`src/rtl/text_console_writer_defines.svh`:
```
// Assertion helpers used by the console top level.
`ifndef TEXT_CONSOLE_WRITER_DEFINES_SVH
`define TEXT_CONSOLE_WRITER_DEFINES_SVH

// Same-cycle implication, off while reset is held.
`define TCW_ASSERT_IMPLY(label, clk, rst_n, ante, cons, msg) \
  label: assert property (@(posedge clk) disable iff (!(rst_n)) (ante) |-> (cons)) \
    else $error(msg);

// Next-cycle implication, off while reset is held.
`define TCW_ASSERT_NEXT(label, clk, rst_n, ante, cons, msg) \
  label: assert property (@(posedge clk) disable iff (!(rst_n)) (ante) |=> (cons)) \
    else $error(msg);

`endif

```
`src/rtl/tcw_pkg.sv`:
```
`default_nettype none

package tcw_pkg;

  localparam int unsigned OP_W       = 3;
  localparam int unsigned TERM_W     = 2;
  localparam int unsigned CHAR_W     = 8;
  localparam int unsigned COLARG_W   = 7;
  localparam int unsigned ROWARG_W   = 5;
  localparam int unsigned POS_W      = 11;
  localparam int unsigned ATTR_W     = 8;
  localparam int unsigned CELL_W     = CHAR_W + ATTR_W;
  localparam int unsigned CFG_IDX_W  = 1;
  localparam int unsigned CFG_DATA_W = 8;

  localparam logic [CHAR_W-1:0] CHAR_LF    = 8'h0A;
  localparam logic [CHAR_W-1:0] CHAR_CR    = 8'h0D;
  localparam logic [CHAR_W-1:0] CHAR_SPACE = 8'h20;
  localparam logic [ATTR_W-1:0] ATTR_RESET = 8'h03;

  typedef enum logic [OP_W-1:0] {
    OP_PUT        = 3'd0,
    OP_BACKSPACE  = 3'd1,
    OP_CLEAR      = 3'd2,
    OP_SET_CURSOR = 3'd3,
    OP_READ       = 3'd4
  } tcw_op_e;

  typedef enum logic [CFG_IDX_W-1:0] {
    CFG_TEXT_ATTR    = 1'b0,
    CFG_DISPLAY_TERM = 1'b1
  } tcw_cfg_e;

  typedef struct packed {
    logic [OP_W-1:0]     operation;
    logic [TERM_W-1:0]   terminal_index;
    logic [CHAR_W-1:0]   char_code;
    logic [COLARG_W-1:0] column_arg;
    logic [ROWARG_W-1:0] row_arg;
  } tcw_req_t;

  typedef struct packed {
    logic [POS_W-1:0]  cursor_position;
    logic [CHAR_W-1:0] cell_char;
    logic [ATTR_W-1:0] cell_attr;
    logic              did_scroll;
  } tcw_rsp_t;

  typedef struct packed {
    logic load;
    logic exec;
    logic scroll_step;
    logic fill_step;
    logic resp;
  } tcw_cmd_t;

  typedef struct packed {
    logic need_scroll;
    logic need_fill;
    logic scroll_last;
    logic fill_last;
  } tcw_status_t;

endpackage

`default_nettype wire

```
`src/rtl/tcw_ctrl.sv`:
```
`default_nettype none

module tcw_ctrl (
  input  wire logic                 clk_i,
  input  wire logic                 rst_ni,
  input  wire logic                 start_i,
  input  wire tcw_pkg::tcw_status_t status_i,
  output tcw_pkg::tcw_cmd_t         cmd_o,
  output logic                      busy_o,
  output logic                      done_o
);

  typedef enum logic [5:0] {
    S_INIT   = 6'b000001,
    S_IDLE   = 6'b000010,
    S_EXEC   = 6'b000100,
    S_SCROLL = 6'b001000,
    S_FILL   = 6'b010000,
    S_DONE   = 6'b100000
  } state_e;

  state_e state_q, state_d;
  logic   done_q, done_d;

  always_comb begin
    state_d = state_q;
    cmd_o   = '0;
    unique case (state_q)
      S_INIT: begin
        cmd_o.fill_step = 1'b1;
        if (status_i.fill_last) begin
          state_d = S_IDLE;
        end
      end
      S_IDLE: begin
        if (start_i) begin
          cmd_o.load = 1'b1;
          state_d    = S_EXEC;
        end
      end
      S_EXEC: begin
        cmd_o.exec = 1'b1;
        if (status_i.need_scroll) begin
          state_d = S_SCROLL;
        end else if (status_i.need_fill) begin
          state_d = S_FILL;
        end else begin
          state_d = S_DONE;
        end
      end
      S_SCROLL: begin
        cmd_o.scroll_step = 1'b1;
        if (status_i.scroll_last) begin
          state_d = S_FILL;
        end
      end
      S_FILL: begin
        cmd_o.fill_step = 1'b1;
        if (status_i.fill_last) begin
          state_d = S_DONE;
        end
      end
      S_DONE: begin
        cmd_o.resp = 1'b1;
        state_d    = S_IDLE;
      end
      default: begin
        state_d = S_IDLE;
      end
    endcase
  end

  assign done_d = (state_q == S_DONE);

  always_ff @(posedge clk_i or negedge rst_ni) begin
    if (!rst_ni) begin
      state_q <= S_INIT;
      done_q  <= 1'b0;
    end else begin
      state_q <= state_d;
      done_q  <= done_d;
    end
  end

  assign busy_o = (state_q != S_IDLE);
  assign done_o = done_q;

endmodule

`default_nettype wire

```
`config.mk`:
```
export PLATFORM = sky130hd
export DESIGN_NAME = tcw_ctrl
export DESIGN_NICKNAME = d
export VERILOG_FILES = /design/src/rtl/text_console_writer_defines.svh /design/src/rtl/tcw_pkg.sv /design/src/rtl/tcw_ctrl.sv
export SDC_FILE = /design/constraint.sdc
export NUM_CORES = 1
export LEC_CHECK = 0
export BUFFER_PORTS_ARGS = -buffer_cell sky130_fd_sc_hd__buf_2
export CORE_UTILIZATION = 33
export DETAILED_ROUTE_END_ITERATION = 10
export GPL_ROUTABILITY_DRIVEN = 0
export PLACE_DENSITY = 0.63
export SETUP_SLACK_MARGIN = 0.2
export SLEW_MARGIN = 10
export SYNTH_ARGS = -nofsm -noshare
export SYNTH_HDL_FRONTEND = slang
export SYNTH_SLANG_ARGS = --single-unit
```
`constraint.sdc`:
```
create_clock -name clk_i -period 1.6 [get_ports clk_i]
set_input_delay 0.24 -clock clk_i [delete_from_list [all_inputs] [get_ports clk_i]]
set_output_delay 0.24 -clock clk_i [all_outputs]
set_load 0.005 [all_outputs]
```
==> results.yml, run 1 <==
cells_and_area:
  multi_input_area_um2: 275
  ff_latch_area_um2: 178
  num_antenna_cells: 0
  final_core_util: 0.621
  drive_gt1_frac: 0.590
  fillers: 91
  nNetsFinal: 86
  syn_to_final_growth_pct: 65.5
clock_tree:
  cts_buffer_depth: 2
  cts_sinks: 7
  cts_root_buf: "clkbuf_4"
  path_clk_slew_ns: 0.06
  h-tree-depth: 1
  cts_buffers: 3
  tritoncts: "done"
  clock_latency_ns: 0.26
routing:
  drc: 0
  vias: 484
  wl_per_cell_um: 14.5
  drt_iter0_drc: 6
  ant_nets: 0
  viasPerCell: 5.26
  wirelength_um: 1340
  drt_first_pass_iters: 4
yosys:
  yosys_warnings: 0
  yosys.area_share.adder: 0
  synth_cell_types: 28
  synth_top_area_share: 0.342
  synth_area_um2: 439
  synth_nets: 54
  ys_seq_elements: 7
  synth_edf_count: 0
  synth-compound-area-share: 0.142
  yosys.area.top_type: "dfrtp_1"
  synth-xor-area-share: 0.0399
  synthMuxAreaShare: 0.0228
  ys_seq_area_frac: 0.402
  netlist_instances: 47
  syn_area_per_cell_um2: 9.34
  synth-simple-area-share: 0.322
  synth_top_family_by_area: "simple AND/OR/NAND/NOR gates"
  synth_area_leaders: "dfrtp_1 (34%), nor2_1 (6.8%), dfstp_2 (6.0%), o221ai_4 (6.0%), nand4b_1 (4.0%)"
  async_flop_share: 1.00
  synth_flop_cell: "dfrtp_1"
critical_path:
  reg2regPathDepth: 5
  startpoint_type: "flop"
  required_ns: 1.36
  worst-setup-path-type: "flop to output port"
  rrSetupSlack_ns: -0.12
  cp-end-kind: "output port"
  worstReg2RegStart: "state_q[0]"
  arrival_ns: 1.50
  path_max_fanout: 2
  r2r-end: "state_q[4]"
floorplanning:
  die_w_um: 38.5
  initial_core_util: 0.375
  rows: 12
  design.die.area_um2: 1480
  die_y_um: 38.5
  io_pins: 14
  coreArea_um2: 1170
sta:
  maxSlewHeadroom: 0.828
  setup_violations: 8
  fin_crit_ns: 1.74
  worst_pin_slew_ns: 0.255
  fmax_mhz: 574
  rsz0062_at_grt: "yes"
  finalClockSkew_ns: 0.00421
  fin_setup_tns_ns: -0.489
  drv_slew: 0
  whs_ns: 0.227
  period_share: 1.09
  final_hold_viol_count: 0
  setup_ws_ns: -0.142
global_routing:
  antenna_found_initial: 0
  grt_overflow_total: 0
  grt_max_degree: 8
  grt_usage: 0.217
  grt_pass1_vias: 467
  grt_pass1_wl_um: 2100
power_and_ir_drop:
  power_density_nw_per_um2: 1580
  peakVddDrop_uv: 918
  power_leakage_nw: 0.348
min_path:
  min_to: "state_q[3]"
  hold_path.class: "input port to flop"
  holdPathStages: 3
  hp-start: "status_i[3]"
placement:
  portBuffers: 13
  dpl.hpwl_um: 815
status:
  failed_checks: "negative setup slack"
  status: "complete, but fails checks"
run:
  drv_cap: 0
report_power, final:
part | total, mW | internal, mW | switching (mW)
Clock | 0.173 | 0.0960 | 0.0772
Combinational | 0.690 | 0.389 | 0.301
Sequential | 0.287 | 0.224 | 0.0636
per-layer routing:
layer	routed length, um	up-vias	share of wire	global-route usage
li1	-	231	-	-
met1	562	231	0.42	0.279
met2	659	20	0.49	0.304
met3	90	2	0.067	0.110
met4	24	0	0.018	0.0862
met5	0	-	0	0
state kept, by name, indices dropped and copies added, names as in the netlist:
signal and flops:
state_q 6, done_o 1
repair_timing:
item	in CTS	in global routing
buffers inserted	8	2
resized for setup	14	4
setup endpoints to repair	10	11
pin swaps	8	4
endpoints found under the hold margin	6	0
hold buffers	1	0
synth_stat cells, types with 2 or more instances:
cell / instances
nor2_1: 8
dfrtp_1: 6
inv_1: 4
nand4b_1: 2
nor4b_1: 2
o21ai_0: 2
xnor2_1: 2
kinds of logic (layout without fill, tap and decap cells):
kind of cell    count (synthesis)  after routing
compound gates                  7              7
xor+xnor                        2              2
buf+inv                         7             38
flops                           7              7
mux                             1              1
simple gates                   23             23
per-stage QoR:
step / worst slack (ns) / total power [mW] / cells / cell area (um^2)
3_5_place_dp: 0.0240 / 0.729 / 77 / 551
5_1_grt: -0.210 / 1.23 / 92 / 727
4_1_cts: -0.147 / 1.05 / 90 / 702
3_3_place_gp: 0.0692 / 0.734 / 77 / 551
2_1_floorplan: 0.0368 / 0.550 / 47 / 439
6_report: -0.142 / 1.15 / 92 / 727
how the worst max path moves through the flow:
stage,endpoint,cells after the start,from
after floorplan,state_q[4],4,state_q[0]
after global placement,state_q[4],4,state_q[0]
after detailed placement,state_q[4],4,state_q[0]
after CTS,cmd_o[1],4,state_q[0]
after global routing,state_q[4],5,state_q[0]
final,cmd_o[1],4,state_q[0]
cells in the final DEF, fill, tap and decap left out, types with 2 or more instances in the layout:
| cell | n |
|---|---|
| buf_4 | 13 |
| dfrtp_1 | 5 |
| o21ai_0 | 2 |
| nor2_4 | 2 |
| clkbuf_4 | 3 |
| inv_1 | 3 |
| nor2_1 | 3 |
| nor2_2 | 3 |
| nand4b_1 | 2 |
| xnor2_1 | 2 |
| buf_2 | 12 |
| nor4b_1 | 2 |
| buf_6 | 4 |
area by class of cell:
class	instances	area share
flip-flops and latches	7	0.244
repair buffers	30	0.293
inverters	4	0.0241
well taps	14	0.0241
multi-input cells	33	0.379
clock buffers	4	0.0361
worst max-delay path, cell delays in order (launching register included):
cell	delay (ns)
dfstp_2	0.53
xnor2_1	0.06
or4_4	0.49
inv_1	0.06
buf_2	0.10
Note: power is estimated with default switching activity, not from simulation.
==> run 2, diff against run 1 <==
==> constraint.sdc (replaced) <==
create_clock -name clk_i -period 1.6 [get_ports clk_i]
set_input_delay 0.32 -clock clk_i [delete_from_list [all_inputs] [get_ports clk_i]]
set_output_delay 0.32 -clock clk_i [all_outputs]
set_load 0.005 [all_outputs]
==> run 2 against run 1 <==
The run still ends with negative setup slack left. Core utilization grew 2.1 points. Sequential share of layout area shrank 0.81 points. Global-route usage grew 0.63 points. Count of clock-buffer cells in the layout is the same. Largest power group unchanged. Critical path type unchanged.
==> results.yml, run 2 (same netlist as run 1, synthesis figures left out) <==
status:
  status: "complete, but fails checks"
  failed_checks: "negative setup slack"
critical_path:
  path_max_fanout: 2
  cp-end-kind: "output port"
  r2r-end: "state_q[4]"
  worst-setup-path-type: "flop to output port"
  worstReg2RegStart: "state_q[2]"
  arrival_ns: 1.55
  startpoint_type: "flop"
  reg2regPathDepth: 5
  rrSetupSlack_ns: -0.21
  required_ns: 1.28
cells_and_area:
  final_cell_mix: "buf_4 (13), buf_2 (12), buf_6 (6)"
  drive_gt1_frac: 0.613
  final_core_util: 0.642
  final_cells: 94
  num_antenna_cells: 0
  nNetsFinal: 88
  largest_reg_flops: 6
  fillers: 98
  design_area_um2: 752
  syn_to_final_growth_pct: 71.2
  largest-register: "state_q"
  final_common_cell: "buf_4"
sta:
  setup_violations: 10
  final_hold_viol_count: 0
  maxSlewHeadroom: 0.725
  fin_crit_ns: 1.87
  setup_ws_ns: -0.270
  rsz0062_at_grt: "yes"
  finalClockSkew_ns: 0.00637
  worst_pin_slew_ns: 0.410
  period_share: 1.17
  fmax_mhz: 535
  drv_slew: 0
  fin_setup_tns_ns: -1.35
global_routing:
  grt_pass1_wl_um: 2090
  antenna_found_initial: 0
  grt_overflow_total: 0
  grt_pass1_vias: 451
  grt_max_degree: 8
  grt_usage: 0.224
floorplanning:
  initial_core_util: 0.375
  design.die.area_um2: 1480
  io_pins: 14
  die_w_um: 38.5
  coreArea_um2: 1170
  rows: 12
  die_y_um: 38.5
clock_tree:
  cts_root_buf: "clkbuf_4"
  cts_buffer_depth: 2
  clock_latency_ns: 0.26
  tritoncts: "done"
  h-tree-depth: 1
  path_clk_slew_ns: 0.06
  cts_sinks: 7
  cts_buffers: 3
power_and_ir_drop:
  power_leakage_nw: 0.366
  peakVddDrop_uv: 759
  power_density_nw_per_um2: 1570
routing:
  vias: 520
  wl_per_cell_um: 16.0
  wirelength_um: 1510
  drc: 0
  wl_met3_um: 80
  drt_first_pass_iters: 4
  viasPerCell: 5.53
  ant_nets: 0
  routed.top_layer: "met4"
  drt-met1-wl_um: 572
  wl_met2_um: 803
  drt_iter0_drc: 15
placement:
  portBuffers: 13
  placedCellCount: 78
  dpl.hpwl_um: 871
  dpl-instance-area_um2: 558
run:
  drv_cap: 0
min_path:
  hp-start: "status_i[1]"
  holdPathStages: 2
  hold_path.class: "input port to flop"
  min_to: "state_q[3]"
[run 2: power breakdown]
part	switching [mW]	internal (mW)	leakage, nW
Sequential	0.0676	0.224	0.0888
Clock	0.0736	0.0957	0.0150
Combinational	0.326	0.392	0.262
Total	0.467	0.711	0.366
[run 2: metrics by stage]
step                      hold slack [ns]  setup WS [ns]  total power, mW
after floorplan                    0.0244         0.0368            0.550
after global placement              0.167         0.0381            0.733
after detailed placement            0.167         0.0333            0.736
after CTS                           0.284         -0.219             1.03
after global routing                0.292         -0.299             1.24
final                               0.293         -0.270             1.18
[run 2: worst max path at each step]
stage / cells after the start / from / slack (ns) / endpoint
floorplan: 4 / state_q[0] / 0.04 / state_q[4]
global placement: 4 / state_q[0] / 0.04 / cmd_o[1]
finish: 4 / state_q[2] / -0.27 / cmd_o[1]
global route: 4 / state_q[2] / -0.30 / cmd_o[1]
CTS: 4 / state_q[0] / -0.22 / cmd_o[1]
detailed placement: 4 / state_q[0] / 0.03 / cmd_o[1]
[run 2: worst max-delay path, stage by stage (launching register included)]
cell     delay [ns]
dfrtp_1        0.37
or2_4          0.26
or4_4          0.50
inv_2          0.06
buf_2          0.10
[run 2: area by class of cell]
type | count | area (um^2) | share of cell area
clock buffers | 4 | 26.3 | 0.0349
inverters | 4 | 15.0 | 0.0200
flip-flops and latches | 7 | 178 | 0.236
repair buffers | 32 | 235 | 0.313
multi-input cells | 33 | 280 | 0.373
well taps | 14 | 17.5 | 0.0233
[run 2: timing repair]
| action | CTS | global route |
|---|---|---|
| endpoints found under the hold margin | 6 | 0 |
| resized for setup | 10 | 11 |
| hold buffers | 1 | 0 |
| endpoints found under the setup margin | 10 | 11 |
| pin swaps | 6 | 6 |
| buffers inserted | 8 | 3 |
[run 2: layer usage]
layer  global-route usage  up-vias
met3               0.0930        8
met2                0.358       26
met1                0.251      251
met4                0.112        0
met5                    0        -
li1                     -      235
